File: config.mk
export PLATFORM = sky130hd
export DESIGN_NAME = day_count_to_calendar_fields_core
export DESIGN_NICKNAME = d
export VERILOG_FILES = /design/src/hw/rtl/dcc_pkg.sv /design/src/hw/rtl/dcc_front.sv /design/src/hw/rtl/dcc_back.sv /design/src/hw/rtl/day_count_to_calendar_fields_core.sv
export SDC_FILE = /design/constraint.sdc
export NUM_CORES = 1
export LEC_CHECK = 0
export BUFFER_PORTS_ARGS = -buffer_cell sky130_fd_sc_hd__buf_2
export CORE_MARGIN = 3
export CORE_UTILIZATION = 50
export CTS_CLUSTER_SIZE = 30
export DETAILED_ROUTE_END_ITERATION = 10
export GPL_TIMING_DRIVEN = 0
export PLACE_DENSITY_LB_ADDON = 0.15
export SYNTH_ARGS = -nofsm -noshare
export SYNTH_HDL_FRONTEND = slang
export SYNTH_SLANG_ARGS = --single-unit
File: constraint.sdc
create_clock -name clk -period 5.8 [get_ports clk]
set_clock_uncertainty 0.1 [all_clocks]
set_input_delay 1.16 -clock clk [delete_from_list [all_inputs] [get_ports clk]]
set_output_delay 1.16 -clock clk [all_outputs]
set_load 0.01 [all_outputs]
File: src/hw/rtl/dcc_pkg.sv
// dcc_pkg: constants, inter-stage payload type and calendar tables for the
// day-count to calendar-field converter. Used by dcc_front, dcc_back and the top level.
// No dependencies.
package dcc_pkg;

    // Configuration register indexes
    localparam logic [7:0] CFG_TWELVE_HOUR = 8'd0;
    localparam logic [7:0] CFG_SUBST_REL   = 8'd1;

    // Relative-day class codes
    localparam logic [2:0] REL_ABSOLUTE  = 3'd0;
    localparam logic [2:0] REL_YESTERDAY = 3'd1;
    localparam logic [2:0] REL_TODAY     = 3'd2;
    localparam logic [2:0] REL_TOMORROW  = 3'd3;
    localparam logic [2:0] REL_FUTURE    = 3'd4;
    localparam logic [2:0] REL_WEEKDAY   = 3'd5;

    // Moduli
    localparam logic [10:0] DAYS_PER_CYCLE = 11'd1461;  // four years
    localparam logic [10:0] MINS_PER_DAY   = 11'd1440;
    localparam logic [11:0] TICKS_PER_MIN  = 12'd3000;
    localparam logic [8:0]  BASE_YEAR      = 9'd78;

    // Reciprocals. The 2^-24 ones round down, so the quotient is exact or
    // one short; a compare-subtract fixes it. The 2^-16 ones round up and
    // are exact over the reduced ranges (0..1440 and 0..3000).
    localparam logic [13:0] DAYS_RECIP = 14'd11483;  // 2^24 / 1461
    localparam logic [13:0] MINS_RECIP = 14'd11650;  // 2^24 / 1440
    localparam logic [13:0] TICK_RECIP = 14'd5592;   // 2^24 / 3000
    localparam logic [10:0] HOUR_RECIP = 11'd1093;   // 2^16 / 60
    localparam logic [10:0] SEC_RECIP  = 11'd1311;   // 2^16 / 50

    // Payload from the reduction half to the calendar half
    typedef struct packed {
        logic [5:0]  cycle_q;   // whole four-year cycles
        logic [10:0] cycle_r;   // day within cycle, 0..1460
        logic [2:0]  wday;
        logic [2:0]  rel;
        logic [10:0] mins;      // 0..1440
        logic [11:0] ticks;     // 0..3000
    } dcc_mid_t;

    // Zero-based day of year on which month idx (0 = January) starts
    function automatic logic [8:0] month_start(input logic [3:0] idx, input logic leap);
        logic [8:0] base;
        case (idx)
            4'd0:    base = 9'd0;
            4'd1:    base = 9'd31;
            4'd2:    base = 9'd59;
            4'd3:    base = 9'd90;
            4'd4:    base = 9'd120;
            4'd5:    base = 9'd151;
            4'd6:    base = 9'd181;
            4'd7:    base = 9'd212;
            4'd8:    base = 9'd243;
            4'd9:    base = 9'd273;
            4'd10:   base = 9'd304;
            4'd11:   base = 9'd334;
            default: base = 9'd0;
        endcase
        if (leap && idx >= 4'd2)
        begin
            base = base + 9'd1;
        end
        return base;
    endfunction

endpackage

File: src/hw/rtl/dcc_front.sv
// dcc_front: stages 1-3. Reciprocal reductions of days, minutes and ticks,
// weekday and relative-day class. Depends on dcc_pkg.
module dcc_front
    import dcc_pkg::*;
(
    input  logic        clk,
    input  logic        rst_n,
    input  logic        in_valid,
    output logic        in_ready,
    input  logic [15:0] day_count,
    input  logic [15:0] minute_of_day,
    input  logic [15:0] tick_count,
    input  logic [15:0] today_count,
    input  logic        subst_rel,
    output logic        mid_valid,
    input  logic        mid_ready,
    output dcc_mid_t    mid
);

    typedef struct packed {
        logic [15:0] days;
        logic [15:0] mins;
        logic [15:0] ticks;
        logic [29:0] pday;
        logic [29:0] pmin;
        logic [29:0] ptick;
        logic        mins_big;
        logic        ticks_big;
        logic [2:0]  wday;
        logic [2:0]  rel;
    } s1_t;

    typedef struct packed {
        logic [5:0]  cycle_q;
        logic [11:0] cycle_r;   // may still be >= 1461
        logic [11:0] min_r;     // may still be >= 1440
        logic [12:0] tick_r;    // may still be >= 3000
        logic [10:0] mins;
        logic [11:0] ticks;
        logic        mins_big;
        logic        ticks_big;
        logic [2:0]  wday;
        logic [2:0]  rel;
    } s2_t;

    logic     v1_reg, v2_reg, v3_reg;
    logic     ready1, ready2, ready3;
    s1_t      s1_reg, s1_next;
    s2_t      s2_reg, s2_next;
    dcc_mid_t s3_reg, s3_next;

    logic [5:0]         chunk_sum;
    logic [3:0]         fold;
    logic signed [16:0] diff;
    logic [5:0]         q_day, q_min;
    logic [4:0]         q_tick;
    logic [15:0]        r_day, r_min, r_tick;

    assign ready3   = !v3_reg || mid_ready;
    assign ready2   = !v2_reg || ready3;
    assign ready1   = !v1_reg || ready2;
    assign in_ready = ready1;

    // Stage 1: products, weekday by octal digit sum (8 = 1 mod 7), day difference
    always_comb
    begin
        chunk_sum = 6'(day_count[2:0]) + 6'(day_count[5:3]) + 6'(day_count[8:6])
                  + 6'(day_count[11:9]) + 6'(day_count[14:12]) + 6'(day_count[15]);
        fold      = 4'(chunk_sum[2:0]) + 4'(chunk_sum[5:3]);
        diff      = $signed({1'b0, day_count}) - $signed({1'b0, today_count});

        s1_next.days      = day_count;
        s1_next.mins      = minute_of_day;
        s1_next.ticks     = tick_count;
        s1_next.pday      = 30'(day_count) * 30'(DAYS_RECIP);
        s1_next.pmin      = 30'(minute_of_day) * 30'(MINS_RECIP);
        s1_next.ptick     = 30'(tick_count) * 30'(TICK_RECIP);
        s1_next.mins_big  = minute_of_day > 16'(MINS_PER_DAY);
        s1_next.ticks_big = tick_count > 16'(TICKS_PER_MIN);
        s1_next.wday      = (fold >= 4'd7) ? 3'(fold - 4'd7) : fold[2:0];

        s1_next.rel = REL_ABSOLUTE;
        if (subst_rel && diff > -17'sd7)
        begin
            if (diff == -17'sd1)
            begin
                s1_next.rel = REL_YESTERDAY;
            end
            else if (diff == 17'sd0)
            begin
                s1_next.rel = REL_TODAY;
            end
            else if (diff == 17'sd1)
            begin
                s1_next.rel = REL_TOMORROW;
            end
            else if (diff > 17'sd1)
            begin
                s1_next.rel = REL_FUTURE;
            end
            else
            begin
                s1_next.rel = REL_WEEKDAY;
            end
        end
    end

    // Stage 2: estimated quotients and raw remainders
    always_comb
    begin
        q_day  = s1_reg.pday[29:24];
        q_min  = s1_reg.pmin[29:24];
        q_tick = s1_reg.ptick[28:24];
        r_day  = s1_reg.days - 16'(17'(q_day) * 17'(DAYS_PER_CYCLE));
        r_min  = s1_reg.mins - 16'(17'(q_min) * 17'(MINS_PER_DAY));
        r_tick = s1_reg.ticks - 16'(17'(q_tick) * 17'(TICKS_PER_MIN));

        s2_next.cycle_q   = q_day;
        s2_next.cycle_r   = r_day[11:0];
        s2_next.min_r     = r_min[11:0];
        s2_next.tick_r    = r_tick[12:0];
        s2_next.mins      = s1_reg.mins[10:0];
        s2_next.ticks     = s1_reg.ticks[11:0];
        s2_next.mins_big  = s1_reg.mins_big;
        s2_next.ticks_big = s1_reg.ticks_big;
        s2_next.wday      = s1_reg.wday;
        s2_next.rel       = s1_reg.rel;
    end

    // Stage 3: one correction step; exact values up to the limit are kept
    always_comb
    begin
        if (s2_reg.cycle_r >= 12'(DAYS_PER_CYCLE))
        begin
            s3_next.cycle_q = s2_reg.cycle_q + 6'd1;
            s3_next.cycle_r = 11'(s2_reg.cycle_r - 12'(DAYS_PER_CYCLE));
        end
        else
        begin
            s3_next.cycle_q = s2_reg.cycle_q;
            s3_next.cycle_r = s2_reg.cycle_r[10:0];
        end

        if (!s2_reg.mins_big)
        begin
            s3_next.mins = s2_reg.mins;
        end
        else if (s2_reg.min_r >= 12'(MINS_PER_DAY))
        begin
            s3_next.mins = 11'(s2_reg.min_r - 12'(MINS_PER_DAY));
        end
        else
        begin
            s3_next.mins = s2_reg.min_r[10:0];
        end

        if (!s2_reg.ticks_big)
        begin
            s3_next.ticks = s2_reg.ticks;
        end
        else if (s2_reg.tick_r >= 13'(TICKS_PER_MIN))
        begin
            s3_next.ticks = 12'(s2_reg.tick_r - 13'(TICKS_PER_MIN));
        end
        else
        begin
            s3_next.ticks = s2_reg.tick_r[11:0];
        end

        s3_next.wday = s2_reg.wday;
        s3_next.rel  = s2_reg.rel;
    end

    always_ff @(posedge clk or negedge rst_n)
    begin
        if (!rst_n)
        begin
            v1_reg <= 1'b0;
            v2_reg <= 1'b0;
            v3_reg <= 1'b0;
        end
        else
        begin
            if (ready1)
            begin
                v1_reg <= in_valid;
            end
            if (ready2)
            begin
                v2_reg <= v1_reg;
            end
            if (ready3)
            begin
                v3_reg <= v2_reg;
            end
        end
    end

    always_ff @(posedge clk)
    begin
        if (ready1 && in_valid)
        begin
            s1_reg <= s1_next;
        end
        if (ready2 && v1_reg)
        begin
            s2_reg <= s2_next;
        end
        if (ready3 && v2_reg)
        begin
            s3_reg <= s3_next;
        end
    end

    assign mid_valid = v3_reg;
    assign mid       = s3_reg;

    a_reduced_ranges: assert property (@(posedge clk) disable iff (!rst_n)
        v3_reg |-> (s3_reg.cycle_r < DAYS_PER_CYCLE) && (s3_reg.mins <= MINS_PER_DAY)
                   && (s3_reg.ticks <= TICKS_PER_MIN))
        else $error("reduced value out of range");

    a_stall_holds: assert property (@(posedge clk) disable iff (!rst_n)
        v3_reg && !mid_ready |=> v3_reg && $stable(s3_reg))
        else $error("stage 3 item lost while stalled");

    a_accept_loads: assert property (@(posedge clk) disable iff (!rst_n)
        in_valid && in_ready |=> v1_reg)
        else $error("accepted item not captured in stage 1");

endmodule

File: src/hw/rtl/dcc_back.sv
// dcc_back: stages 4-5. Year within cycle, month search, time split and
// 12-hour mapping; stage 5 is the output register. Depends on dcc_pkg.
module dcc_back
    import dcc_pkg::*;
(
    input  logic        clk,
    input  logic        rst_n,
    input  logic        mid_valid,
    output logic        mid_ready,
    input  dcc_mid_t    mid,
    input  logic        twelve_hour,
    output logic        out_valid,
    input  logic        out_ready,
    output logic [6:0]  year_two_digit,
    output logic [3:0]  month_number,
    output logic [4:0]  day_of_month,
    output logic [2:0]  weekday,
    output logic [4:0]  hour_value,
    output logic [5:0]  minute_value,
    output logic [5:0]  second_value,
    output logic        pm_flag,
    output logic [2:0]  relative_class
);

    typedef struct packed {
        logic [8:0]  year;      // 78..257
        logic [8:0]  doy;       // 0..365
        logic        leap;
        logic [10:0] mins;
        logic [20:0] hprod;
        logic [21:0] sprod;
        logic [2:0]  wday;
        logic [2:0]  rel;
    } s4_t;

    logic  v4_reg, v5_reg;
    logic  ready4, ready5;
    s4_t   s4_reg, s4_next;

    logic [6:0] year_reg, year_next;
    logic [3:0] month_reg, month_next;
    logic [4:0] mday_reg, mday_next;
    logic [2:0] wday_reg;
    logic [4:0] hour_reg, hour_next;
    logic [5:0] min_reg, min_next;
    logic [5:0] sec_reg;
    logic       pm_reg, pm_next;
    logic [2:0] rel_reg;

    logic [1:0]  yr_in_cycle;
    logic [10:0] yr_start;
    logic [10:0] doy_full;
    logic [8:0]  mstart;
    logic [4:0]  hr_raw;
    logic [10:0] hr_mins;

    assign ready5    = !v5_reg || out_ready;
    assign ready4    = !v4_reg || ready5;
    assign mid_ready = ready4;

    // Stage 4: year inside the four-year cycle (third year is the leap year)
    always_comb
    begin
        if (mid.cycle_r < 11'd365)
        begin
            yr_in_cycle = 2'd0;
            yr_start    = 11'd0;
        end
        else if (mid.cycle_r < 11'd730)
        begin
            yr_in_cycle = 2'd1;
            yr_start    = 11'd365;
        end
        else if (mid.cycle_r < 11'd1096)
        begin
            yr_in_cycle = 2'd2;
            yr_start    = 11'd730;
        end
        else
        begin
            yr_in_cycle = 2'd3;
            yr_start    = 11'd1096;
        end
        doy_full = mid.cycle_r - yr_start;

        s4_next.year  = BASE_YEAR + 9'({mid.cycle_q, 2'b00}) + 9'(yr_in_cycle);
        s4_next.doy   = doy_full[8:0];
        s4_next.leap  = (s4_next.year[1:0] == 2'b00);
        s4_next.mins  = mid.mins;
        s4_next.hprod = 21'(mid.mins) * 21'(HOUR_RECIP);
        s4_next.sprod = 22'(mid.ticks) * 22'(SEC_RECIP);
        s4_next.wday  = mid.wday;
        s4_next.rel   = mid.rel;
    end

    // Stage 5: month by parallel compares against month starts, then time
    always_comb
    begin
        month_next = 4'd0;
        for (int m = 1; m < 12; m++)
        begin
            if (s4_reg.doy >= month_start(4'(m), s4_reg.leap))
            begin
                month_next = 4'(m);
            end
        end
        mstart     = month_start(month_next, s4_reg.leap);
        mday_next  = 5'(s4_reg.doy - mstart + 9'd1);
        month_next = month_next + 4'd1;

        if (s4_reg.year >= 9'd200)
        begin
            year_next = 7'(s4_reg.year - 9'd200);
        end
        else if (s4_reg.year >= 9'd100)
        begin
            year_next = 7'(s4_reg.year - 9'd100);
        end
        else
        begin
            year_next = s4_reg.year[6:0];
        end

        hr_raw   = s4_reg.hprod[20:16];
        hr_mins  = 11'(hr_raw) * 11'd60;
        min_next = 6'(s4_reg.mins - hr_mins);

        hour_next = hr_raw;
        pm_next   = 1'b0;
        if (twelve_hour)
        begin
            if (hr_raw >= 5'd12)
            begin
                pm_next = 1'b1;
                if (hr_raw > 5'd12)
                begin
                    hour_next = hr_raw - 5'd12;
                end
            end
            else if (hr_raw == 5'd0)
            begin
                hour_next = 5'd12;
            end
        end
    end

    always_ff @(posedge clk or negedge rst_n)
    begin
        if (!rst_n)
        begin
            v4_reg <= 1'b0;
            v5_reg <= 1'b0;
        end
        else
        begin
            if (ready4)
            begin
                v4_reg <= mid_valid;
            end
            if (ready5)
            begin
                v5_reg <= v4_reg;
            end
        end
    end

    always_ff @(posedge clk)
    begin
        if (ready4 && mid_valid)
        begin
            s4_reg <= s4_next;
        end
        if (ready5 && v4_reg)
        begin
            year_reg  <= year_next;
            month_reg <= month_next;
            mday_reg  <= mday_next;
            wday_reg  <= s4_reg.wday;
            hour_reg  <= hour_next;
            min_reg   <= min_next;
            sec_reg   <= s4_reg.sprod[21:16];
            pm_reg    <= pm_next;
            rel_reg   <= s4_reg.rel;
        end
    end

    assign out_valid      = v5_reg;
    assign year_two_digit = year_reg;
    assign month_number   = month_reg;
    assign day_of_month   = mday_reg;
    assign weekday        = wday_reg;
    assign hour_value     = hour_reg;
    assign minute_value   = min_reg;
    assign second_value   = sec_reg;
    assign pm_flag        = pm_reg;
    assign relative_class = rel_reg;

    a_stage4_holds: assert property (@(posedge clk) disable iff (!rst_n)
        v4_reg && !ready4 |=> v4_reg && $stable(s4_reg))
        else $error("stage 4 item lost while stalled");

    a_date_range: assert property (@(posedge clk) disable iff (!rst_n)
        out_valid |-> (month_number >= 4'd1) && (month_number <= 4'd12)
                      && (day_of_month >= 5'd1) && (year_two_digit <= 7'd99))
        else $error("date field out of range");

    a_twelve_hour: assert property (@(posedge clk) disable iff (!rst_n)
        out_valid && twelve_hour |-> (hour_value >= 5'd1) && (hour_value <= 5'd12))
        else $error("12-hour value out of range");

    a_pm_mode: assert property (@(posedge clk) disable iff (!rst_n)
        out_valid && !twelve_hour |-> !pm_flag)
        else $error("pm flag set in 24-hour mode");

endmodule

File: src/hw/rtl/day_count_to_calendar_fields_core.sv
// Top level of the day-count to calendar-field converter: configuration
// registers and the two pipeline halves. Depends on dcc_pkg, dcc_front, dcc_back.
//
// Turns a timestamp (days since 1 January 1978, a Sunday; minutes past
// midnight; 50 Hz ticks in the minute) into two-digit year, month, day of
// month, weekday, hour, minute, second, a PM flag and a relative-day class
// against today_count. Leap years fall every fourth year with no century
// exception. Minutes above 1440 and ticks above 3000 are reduced modulo
// 1440 and 3000; exactly 1440 gives hour 24 and exactly 3000 gives second
// 60. The datapath is five register stages, and one item is taken per
// cycle while out_ready stays high. Each stage carries its own valid bit
// and is ready when empty or when the next stage moves, so a stall on the
// result side fills empty stages before in_ready drops. Division by
// constants is done by reciprocal multiplies, with one correction step
// for days, minutes and ticks. Configuration writes take effect at once
// and are meant to be made while the pipeline is empty; writes to unknown
// indexes are ignored and only bit 0 of the data is kept.
module day_count_to_calendar_fields_core
    import dcc_pkg::*;
(
    input  logic        clk,
    input  logic        rst_n,
    // input items
    input  logic        in_valid,
    output logic        in_ready,
    input  logic [15:0] day_count,
    input  logic [15:0] minute_of_day,
    input  logic [15:0] tick_count,
    input  logic [15:0] today_count,
    // result items
    output logic        out_valid,
    input  logic        out_ready,
    output logic [6:0]  year_two_digit,
    output logic [3:0]  month_number,
    output logic [4:0]  day_of_month,
    output logic [2:0]  weekday,
    output logic [4:0]  hour_value,
    output logic [5:0]  minute_value,
    output logic [5:0]  second_value,
    output logic        pm_flag,
    output logic [2:0]  relative_class,
    // configuration writes
    input  logic        cfg_valid,
    output logic        cfg_ready,
    input  logic [7:0]  cfg_index,
    input  logic [7:0]  cfg_data
);

    logic     twelve_hour_reg;
    logic     subst_rel_reg;
    logic     mid_valid, mid_ready;
    dcc_mid_t mid;

    // Register writes are always accepted.
    assign cfg_ready = 1'b1;

    always_ff @(posedge clk or negedge rst_n)
    begin
        if (!rst_n)
        begin
            twelve_hour_reg <= 1'b0;
            subst_rel_reg   <= 1'b0;
        end
        else if (cfg_valid)
        begin
            case (cfg_index)
                CFG_TWELVE_HOUR: twelve_hour_reg <= cfg_data[0];
                CFG_SUBST_REL:   subst_rel_reg   <= cfg_data[0];
                default:         ;
            endcase
        end
    end

    // Stages 1-3: modular reductions, weekday, relative class
    dcc_front u_front (
        .clk           (clk),
        .rst_n         (rst_n),
        .in_valid      (in_valid),
        .in_ready      (in_ready),
        .day_count     (day_count),
        .minute_of_day (minute_of_day),
        .tick_count    (tick_count),
        .today_count   (today_count),
        .subst_rel     (subst_rel_reg),
        .mid_valid     (mid_valid),
        .mid_ready     (mid_ready),
        .mid           (mid)
    );

    // Stages 4-5: calendar split, time split, output register
    dcc_back u_back (
        .clk            (clk),
        .rst_n          (rst_n),
        .mid_valid      (mid_valid),
        .mid_ready      (mid_ready),
        .mid            (mid),
        .twelve_hour    (twelve_hour_reg),
        .out_valid      (out_valid),
        .out_ready      (out_ready),
        .year_two_digit (year_two_digit),
        .month_number   (month_number),
        .day_of_month   (day_of_month),
        .weekday        (weekday),
        .hour_value     (hour_value),
        .minute_value   (minute_value),
        .second_value   (second_value),
        .pm_flag        (pm_flag),
        .relative_class (relative_class)
    );

endmodule
# After elaboration in Yosys (flattened, before gate mapping)
# Memory sizes are Yosys's and may differ from the RTL's.
# Cells that the tools add are included.
# Widths: inputs -> output; s select.
# classes
add_sub_neg	26
magnitude_cmp	27
bitwise	1
reduce_logical	25
mul	9
n_eq_ne	3
n_mux	45
# ops
op	count
$mux 4	11
$ge 9x8->1	4
$mul 16x14->30 const B	1
$mul 16x13->29 const B	1
$ge 9x9->1	3
$mul 16x10->26 const B	1
$mux 5	5
$ge 12x11->1 const B	2
$mux 12	2
$sub 12x12->12	2
$mul 12x11->22 const B	1
$mux 11	2
$sub 11x11->11 const B	2
$mul 11x11->21 const B	1
$ge 9x7->1	2
$mux 9	2
$eq 17x1->1 const B	1
$eq 17x2->1 const B	1
$gt 17x2->1 const B	1
$gt 17x4->1 const B	1
$logic_not 17->1	1
$mux 17	1
$sub 16x16->17	1
$gt 16x11->1 const B	1
other kinds (50)	86
# word_totals
memories	1
register_bits	371
romBits	144
in_bits	85
# memory_table
memory	words	width	read_ports	rd_ports_with_merged_regs	write_ports	line_no	source
(name not given)	16	9	1	0	0	dcc_pkg.sv:46	case (idx)

# Logic depth before layout (Yosys ltp)
# Gate-level depths: netlist of run 1.
# logic_depth
word_depth	17
ltp_mapped	24
mapped_depth_nobuf	24

# Hierarchy
# From an unflattened synthesis of run 1, not the netlist that was laid out.
# hier_totals
hier_cells	2610
hier_area_um2	28661.2
# modules_own_cells
module	cells_per_inst	seq_area_each_um2	n_inst	area_per_inst_um2
dcc_front	1877	5300.1	1	20435.8
dcc_back	722	2512.4	1	8110.3
day_count_to_calendar_fields_core	11	50.0	1	115.1

# Worst setup path after synthesis of run 1
# No wires, ideal clock.
# synth_timing
path_kind	input-to-reg
start	input day_count[2]
end	register u_front.s1_reg (netlist bit u_front.q_day[5]), data pin
t_required_ns	5.440
setup_ns	0.260
setup_slack_ns	-0.352
arrival_time_ns	5.792
n_path_buf	0
path_stages	17
path_cell_list	ha_1 inv_1 fa_1 inv_1 fa_1 fa_1 fa_1 fa_1 ha_1 a211oi_1 nor2_1 a2111oi_2 nand4_1 a41o_1 o41a_1 a21oi_1 xnor2_1
# synth_rtl
element	line_no	source
start, declared	day_count_to_calendar_fields_core.sv:26	input logic [15:0] day_count,
end signal, assigned	dcc_front.sv:203	s1_reg <= s1_next;
end, declared	dcc_front.sv:48	s1_t s1_reg, s1_next;

==> results of run 1 <==
cell usage in the layout, fill, tap and decap left out, types with 16 or more instances in the layout:
master | netlist | final
edfxtp_1 | 256 | 256
a21oi_1 | 102 | 101
buf_2 | 10 | 113
fa_1 | 285 | 279
a21o_1 | 34 | 34
nor2_1 | 80 | 79
nand3_1 | 23 | 23
nand2_1 | 85 | 85
o21ai_0 | 61 | 59
clkbuf_16 | 0 | 28
nor3_1 | 16 | 16
nand4_1 | 18 | 18
xor2_1 | 46 | 46
clkbuf_1 | 16 | 19
inv_1 | 621 | 613
nand2b_1 | 23 | 23
ha_1 | 577 | 560
xnor2_1 | 100 | 100
repair_timing:
action / in CTS / in global routing
setup endpoints to repair: 3 / 7
resized for setup: 36 / 21
pin swaps: 21 / 8
buffers inserted: 6 / 5
hold buffers: 0 / 0
layout make-up:
class / count / area share
tap: 748 / 0.0297
inverter: 621 / 0.0745
multi-input combinational: 1673 / 0.585
antenna: 2 / 0.000159
buffer: 29 / 0.00421
sequential: 263 / 0.250
clock buffer: 31 / 0.0226
timing repair buffer: 133 / 0.0265
clock inverter: 20 / 0.00751
layer usage:
layer,global-route usage,share of wire
met5,0,0
met4,0.0491,0.025
met3,0.0194,0.032
met2,0.321,0.48
met1,0.254,0.47
kinds of logic (layout without fill, tap and decap cells):
| kind of cell | count (synthesis) | in the layout |
|---|---|---|
| and+or+nand+nor | 324 | 324 |
| AOI/OAI and AO/OA | 328 | 328 |
| xor gates and xnor gates | 146 | 146 |
| buffers and inverters | 650 | 834 |
| other | 1 | 3 |
| adders and majority gates | 862 | 862 |
| muxes | 12 | 12 |
| DFF | 263 | 263 |
per-stage QoR:
stage | hold slack, ns | worst slack [ns]
after detailed placement | 0.305 | -0.928
after CTS | 0.294 | -0.0351
final | 0.302 | -0.00354
after floorplan | 0.300 | -0.115
after global routing | 0.302 | -0.0497
after global placement | 0.302 | -0.948
critical path: stages:
cell and delay (ns):
buf_6 0.14, ha_4 0.27, inv_1 0.05, fa_1 0.53, inv_1 0.06, fa_1 0.46
ha_1 0.29, inv_1 0.05, fa_1 0.53, inv_1 0.05, fa_1 0.53, ha_4 0.22
a21oi_1 0.15, a21boi_1 0.10, o31ai_2 0.31, nand4_1 0.23, a41o_1 0.28, o41a_1 0.37
a21oi_2 0.16, xnor2_1 0.08
path summary, 6_finish.rpt:
path / endpoint / slack [ns]
worst max-delay path: u_front.q_day[5] / -0.004
worst min-delay path: u_back.s4_reg[5] / 0.30
worst max register to register: u_back.day_of_month[4] / 0.52
worst min register to register: u_back.s4_reg[5] / 0.30
max in group asynchronous: u_back.v4_reg / 5.11
min in group asynchronous: u_front.v2_reg / 0.33
==> impl_metrics.toml, run 1 <==
[die]
die-area_mm2 = 0.0599
die_x_um = 245
coreArea_mm2 = 0.0557
ioPinCount = 128
start_util = 0.511
placementRows = 86
die_h_um = 245

[critical_path]
crit_required_ns = 6.02
worstSetupStartpoint = "day_count[7]"
r2r_cells = 23
cp-start-kind = "input pin"
crit_path_end_kind = "flop"
critical_path_class = "in -> reg"
r2r_start = "u_back.s4_reg[60]"
crit_arrival_ns = 6.02
crit_path_max_fanout = 8

[grt]
grt_pass1_vias = 19206
antenna_found_initial = 0
grt.total_usage = 0.187
grt_pass1_wl_mm = 92.2
grt_max_degree = 67
overflow = 0

[clocking]
clk_pin_slew_ns = 0.06
cts_tree = "built"
clock_latency_ns = 0.56
cts_made_buffers = 28
cts_max_level = 1
clockBufferDepth = 3
clock-sinks = 263
cts-root-buf = "clkbuf_16"

[synth]
synth_xor_area_frac = 0.0449
synth.area.top_cells = "edfxtp_1 (27%), ha_1 (25%), fa_1 (20%), inv_1 (8.2%), xnor2_1 (3.1%)"
netlist_area_mm2 = 0.0285
synth_compound_area_frac = 0.0768
synthMuxAreaShare = 0.00452
synth_top_cell_area_share = 0.270
synth.avg_cell_area_um2 = 11.0
synth_edf_count = 256
synth_top_family_by_area = "adder cells"
synthFlopType = "edfxtp_1"
synth_area_leader_cell = "edfxtp_1"
synthSimpleGateAreaFrac = 0.0581
synth-async-reset-ratio = 0.0266
yosys_warnings = 0
synth_cell_types = 88
ys_seq_area_frac = 0.276
ys_seq_elements = 263
synth_nets = 3533
synthTopCellsByCount = "inv_1 (621), ha_1 (577), fa_1 (285)"
synthAdderAreaFrac = 0.453
netlist_instances = 2586
yosysMostFrequentCell = "inv_1"

[finish]
largest_register_ffs = 66
utilization = 0.565
fillers = 4765
regArea_mm2 = 0.00786
multi_input_area_mm2 = 0.0184
design_area_mm2 = 0.0315
fin_cells = 3520
final_layout_size_suffix_gt1_frac = 0.0968
area_growth_pct = 10.5
fin_nets = 3696

[detailed_routing]
ant_nets = 0
first_iter_violations = 649
wl_per_cell_um = 15.3
firstDrtPassIters = 5
vias = 18043
routed_via_density = 5.13
detail_route.wirelength_mm = 53.9
drc = 0

[flow_run]
cap_violations = 0

[sta]
fin_crit_sh = 1.00
fin_ws_ns = -0.00354
tns_ns = -0.00354
fmax_ghz = 0.172
hold_viol_final = 0
setup_violations = 1
period_needed_ns = 5.80
worst_pin_slew_ns = 0.859
rsz0062_at_grt = "true"
relSlewSlack = 0.428
slew_viol_final = 0

[status]
violations = "setup timing"
outcome = "complete, but fails checks"

[place]
numPortBuffers = 119
hpwl_mm = 45.8
place_congestion = 0.864
dp.cells = 3456
placed_area_mm2 = 0.0302

[worst_hold_path]
hold_path_depth = 0
hp-start = "u_front.mid[28]"
hold_path_class = "reg -> reg"
Power of run 1 is left out: the tool's default activity adds up to more than one toggle a clock period on the data nets, which glitch-free logic cannot reach.
==> run 2, diff against run 1 <==
--- a/config.mk
+++ b/config.mk
@@ -11,6 +11,7 @@
 export CTS_CLUSTER_SIZE = 30
 export DETAILED_ROUTE_END_ITERATION = 10
 export GPL_TIMING_DRIVEN = 0
+export MAX_ROUTING_LAYER = met4
 export PLACE_DENSITY_LB_ADDON = 0.15
 export SYNTH_ARGS = -nofsm -noshare
 export SYNTH_HDL_FRONTEND = slang
==> impl_metrics.toml, run 2 (synthesis results as in run 1) <==
[status]
outcome = "finished, final reports clean"

[grt]
met2_usage = 0.327
gr-usage-met3 = 0.0170
grt_pass1_wl_mm = 92.3
grtUsageMet1 = 0.257
grt_max_degree = 67
antenna_found_initial = 0
grt_pass1_vias = 19071
grt_busiest_layer = "met2"
grt.total_usage = 0.193
overflow = 0

[clocking]
clock_latency_ns = 0.57
cts_tree = "built"
clockBufferDepth = 3
cts_max_level = 1
cts_made_buffers = 29
clk_pin_slew_ns = 0.06
clock-sinks = 263
cts-root-buf = "clkbuf_16"

[die]
ioPinCount = 128
die-area_mm2 = 0.0599
die_x_um = 245
die_h_um = 245
coreArea_mm2 = 0.0557
placementRows = 86
start_util = 0.511

[place]
hpwl_mm = 46.1
dp_slack_ns = -0.955
place_congestion = 0.878
numPortBuffers = 119

[critical_path]
crit_path_max_fanout = 7
cp_slowest_cell = "fa_1"
r2r_slack_ns = 0.47
cp-start-kind = "input pin"
crit_required_ns = 6.02
crit_arrival_ns = 6.00
crit_top_cell = "fa_1"
max_stage_delay_ns = 0.56
critical_path_class = "in -> reg"
crit_path_end_kind = "flop"
path_cells = "buf_12, ha_4, inv_2, fa_1, inv_2, fa_1, ha_1, inv_2, fa_1, inv_1, fa_1, ha_4, a21oi_4, a21boi_2, o31ai_2, nand4_1, a41o_1, o41a_1, a21oi_2, xnor2_1"

[detailed_routing]
ant_nets = 0
drc = 0
detail_route.wirelength_mm = 54.2
wl_per_cell_um = 15.4
first_iter_violations = 564
firstDrtPassIters = 4
vias = 18006
routed_via_density = 5.11

[finish]
fin_nets = 3701
mostFrequentLayoutCells = "inv_1 (610), ha_1 (561), fa_1 (278)"
regArea_mm2 = 0.00786
fillers = 4816
layout_commonest_cell = "inv_1"
final_layout_size_suffix_gt1_frac = 0.101
largest_register_ffs = 66
area_growth_pct = 11.0
multi_input_area_mm2 = 0.0185

[sta]
period_needed_ns = 5.78
fin_ws_ns = 0.0177
relSlewSlack = 0.419
slew_viol_final = 0
fmax_ghz = 0.173
fin_crit_sh = 0.997
hold_viol_final = 0
worst_pin_slew_ns = 0.872
setup_violations = 0
rsz0062_at_grt = "true"

[worst_hold_path]
hold_path_class = "reg -> reg"

[flow_run]
cap_violations = 0
==> run 2: routing by layer <==
metal  wire (µm)  vias up
met3        1550       78
met2       26300      258
met5           0        -
met1       25300     8724
li1            -     8946
met4        1090        0
==> run 2: critical path: cells and delay by family <==
kind            cells  cell delay (ns)
fa+ha+maj           7             2.85
compound gates      6             1.37
buf+inv             5             0.30
simple gates        1             0.21
xor+xnor            1             0.08
==> run 2: final cells by class <==
| type | instances | area share |
|---|---|---|
| buffer | 29 | 0.00419 |
| tap | 748 | 0.0296 |
| multi-input combinational | 1673 | 0.584 |
| inverter | 621 | 0.0741 |
| clock buffer | 31 | 0.0232 |
| antenna | 1 | 0.0000791 |
| timing repair buffer | 137 | 0.0288 |
| clock inverter | 22 | 0.00802 |
| sequential | 263 | 0.248 |
==> run 2: repair_timing <==
action | in CTS | in global routing
gates resized for setup | 46 | 30
endpoints found under the setup margin | 3 | 4
pin swaps | 29 | 38
buffers inserted | 8 | 8
hold buffers | 0 | 0
==> run 2: through the flow <==
step | TNS (ns) | cell area, µm² | std cells | hold slack, ns | util
finish | 0 | 31700 | 3525 | 0.311 | 0.568
global route | -0.0854 | 31600 | 3524 | 0.309 | 0.568
CTS | 0 | 31400 | 3517 | 0.295 | 0.564
detailed placement | -5.89 | 30200 | 3456 | 0.305 | 0.542
global placement | -5.70 | 30100 | 3453 | 0.302 | 0.540
floorplan | -0.170 | 28600 | 2586 | 0.300 | -
==> run 2: path summary, 6_finish.rpt <==
check                                  startpoint                      to  cells past startpoint
worst max-delay path                 day_count[6]        u_front.q_day[5]                     20
worst min-delay path            u_front.s1_reg[1]       u_front.s2_reg[1]                      0
worst max register to register  u_back.s4_reg[60]  u_back.day_of_month[4]                     22
worst min register to register  u_front.s1_reg[1]       u_front.s2_reg[1]                      0
max in group asynchronous                   rst_n          u_front.v2_reg                      1
min in group asynchronous                   rst_n       u_front.mid_valid                      1
Power of run 2 is left out for the same reason.
==> run 3, diff against run 2 <==
--- a/config.mk
+++ b/config.mk
@@ -12,7 +12,8 @@
 export DETAILED_ROUTE_END_ITERATION = 10
 export GPL_TIMING_DRIVEN = 0
 export MAX_ROUTING_LAYER = met4
-export PLACE_DENSITY_LB_ADDON = 0.15
+export PLACE_DENSITY = 0.73
 export SYNTH_ARGS = -nofsm -noshare
 export SYNTH_HDL_FRONTEND = slang
+export SYNTH_HIERARCHICAL = 1
 export SYNTH_SLANG_ARGS = --single-unit
==> impl_metrics.toml, run 3 <==
[worst_hold_path]
hold_path_depth = 0
hp-start = "u_front/s1_reg[98]"
hold_path_class = "reg -> reg"
min_to = "u_front/s2_reg[31]"

[clocking]
clock_latency_ns = 0.55
cts_tree = "built"
cts-root-buf = "clkbuf_16"
clockBufferDepth = 3
cts_hold_buffers = 0
clk_pin_slew_ns = 0.06
cts_made_buffers = 27
clock-sinks = 263
cts_max_level = 1

[detailed_routing]
wl_per_cell_um = 15.2
drc = 0
firstDrtPassIters = 5
first_iter_violations = 607
vias = 18125
ant_nets = 0
routed_via_density = 5.12
detail_route.wirelength_mm = 53.7

[finish]
area_growth_pct = 10.3
design_area_mm2 = 0.0316
utilization = 0.558
largest_register_ffs = 66
fillers = 4739
final_layout_size_suffix_gt1_frac = 0.0905
fin_nets = 3711
layout_commonest_cell = "inv_1"
mostFrequentLayoutCells = "inv_1 (645), ha_1 (562), fa_1 (285)"

[synth]
synthSimpleGateAreaFrac = 0.0571
ys_seq_area_frac = 0.274
yosysMostFrequentCell = "inv_1"
synth.area.top_cells = "edfxtp_1 (27%), ha_1 (25%), fa_1 (20%), inv_1 (8.5%), xnor2_1 (2.9%)"
synthMuxAreaShare = 0.00528
netlist_instances = 2610
synthFlopType = "edfxtp_1"
ys_seq_elements = 263
synth_area_leader_cell = "edfxtp_1"
synth_nets = 3557
netlist_area_mm2 = 0.0287
synth_top_cell_area_share = 0.268
synth_cell_types = 90
synth_top_family_by_area = "adder cells"
synthTopCellsByCount = "inv_1 (649), ha_1 (576), fa_1 (286)"
synth_compound_area_frac = 0.0783
synth_xor_area_frac = 0.0452
synth.avg_cell_area_um2 = 11.0
yosys_warnings = 6
synthAdderAreaFrac = 0.451
synth-async-reset-ratio = 0.0266
synth_edf_count = 256

[sta]
fmax_ghz = 0.176
hold_viol_final = 0
period_needed_ns = 5.67
setup_violations = 0
worst_pin_slew_ns = 0.965
slew_viol_final = 0
fin_crit_sh = 0.978
relSlewSlack = 0.356
tns_ns = 0
whs_ns = 0.314

[die]
coreArea_mm2 = 0.0566
start_util = 0.506
die-area_mm2 = 0.0602
placementRows = 87
die_h_um = 245
ioPinCount = 128
die_x_um = 245

[grt]
overflow = 0
gr-usage-met3 = 0.0170
grtUsageMet1 = 0.245
grt_busiest_layer = "met2"
grt.total_usage = 0.188
grt_pass1_vias = 19220
grt_pass1_wl_mm = 90.6
grt_max_degree = 67
antenna_found_initial = 1
met2_usage = 0.324

[critical_path]
path_cells = "clkbuf_4, ha_4, inv_2, fa_1, fa_1, inv_1, fa_1, inv_1, fa_1, inv_1, ha_1, a211oi_2, nand2_1, a211oi_2, o21ai_1, a221o_1, a211o_1, a21oi_2, xnor2_1"
cp-start-kind = "input pin"
r2r_slack_ns = 0.24
r2r_cells = 21
max_stage_delay_ns = 0.54
cp_slowest_cell = "fa_1"
r2r_start = "u_back/s4_reg[60]"
crit_arrival_ns = 5.87
crit_path_max_fanout = 5
critical_path_class = "in -> reg"
crit_top_cell = "fa_1"
crit_required_ns = 6.00
worstReg2RegEnd = "u_back/day_of_month[4]"
crit_path_end_kind = "flop"

[status]
outcome = "finished, final reports clean"

[place]
placed_area_mm2 = 0.0303
numPortBuffers = 119
hpwl_mm = 45.2
place_congestion = 0.906

[flow_run]
cap_violations = 0
run 3: changes by cell type after synthesis, sizes merged, moves of 6 or more:
cell / before / now
nor2b: 16 / 22
nor3: 16 / 25
xor2: 46 / 53
inv: 621 / 649
nor2: 80 / 70
and2: 11 / 18
buf: 13 / 6
o21ai: 69 / 60
run 3: per-stage QoR:
stage               std cells  setup WS (ns)
floorplan                2610        0.00781
global placement         3485         -0.887
detailed placement       3486         -0.950
CTS                      3536       -0.00566
global route             3542        -0.0465
finish                   3542          0.127
run 3: timing repair:
action	in CTS	in global routing
setup buffers	0	5
endpoints found under the setup margin	5	9
resized for setup	11	72
pin swaps	0	20
run 3: layer usage:
| layer | vias to the layer above | wire (µm) |
|---|---|---|
| met3 | 68 | 1550 |
| met1 | 8839 | 24800 |
| met4 | 0 | 901 |
| met5 | - | 0 |
| met2 | 229 | 26500 |
| li1 | 8989 | - |
run 3: cell families (layout without fill, tap and decap cells):
group / after synthesis / in the layout
fa+ha+maj: 862 / 862
buf+inv: 671 / 846
compound gates: 335 / 335
simple gates: 316 / 316
flops: 263 / 263
xor+xnor: 148 / 148
mux: 14 / 14
other cells: 1 / 2
run 3: final cells by class:
class | instances | area, µm² | share of cell area
Sequential cell | 263 | 7860 | 0.249
Timing Repair Buffer | 125 | 759 | 0.0240
Tap cell | 756 | 946 | 0.0299
Clock buffer | 29 | 683 | 0.0216
Inverter | 649 | 2440 | 0.0773
Buffer | 22 | 96.3 | 0.00305
Clock inverter | 21 | 267 | 0.00843
Antenna cell | 1 | 2.50 | 0.0000792
Multi-Input combinational cell | 1676 | 18500 | 0.587
run 3: how the worst max path moves through the flow:
stage                      from                to  cells after the start
4_1_cts            day_count[8]  u_front/q_day[3]                     19
2_1_floorplan  minute_of_day[7]  u_front/q_min[4]                     18
6_report       minute_of_day[9]  u_front/q_min[4]                     19
3_3_place_gp       day_count[9]  u_front/q_day[5]                     19
3_5_place_dp       day_count[9]  u_front/q_day[5]                     19
5_1_grt           day_count[11]  u_front/q_day[3]                     19
run 3: worst max-delay path, delay by kind of cell:
family,cells,cell delay [ns]
adders and majority gates,6,2.66
xor gates and xnor gates,1,0.07
buffers and inverters,5,0.37
AOI/OAI and AO/OA,6,1.50
and+or+nand+nor,1,0.12
Power of run 3 is left out for the same reason.
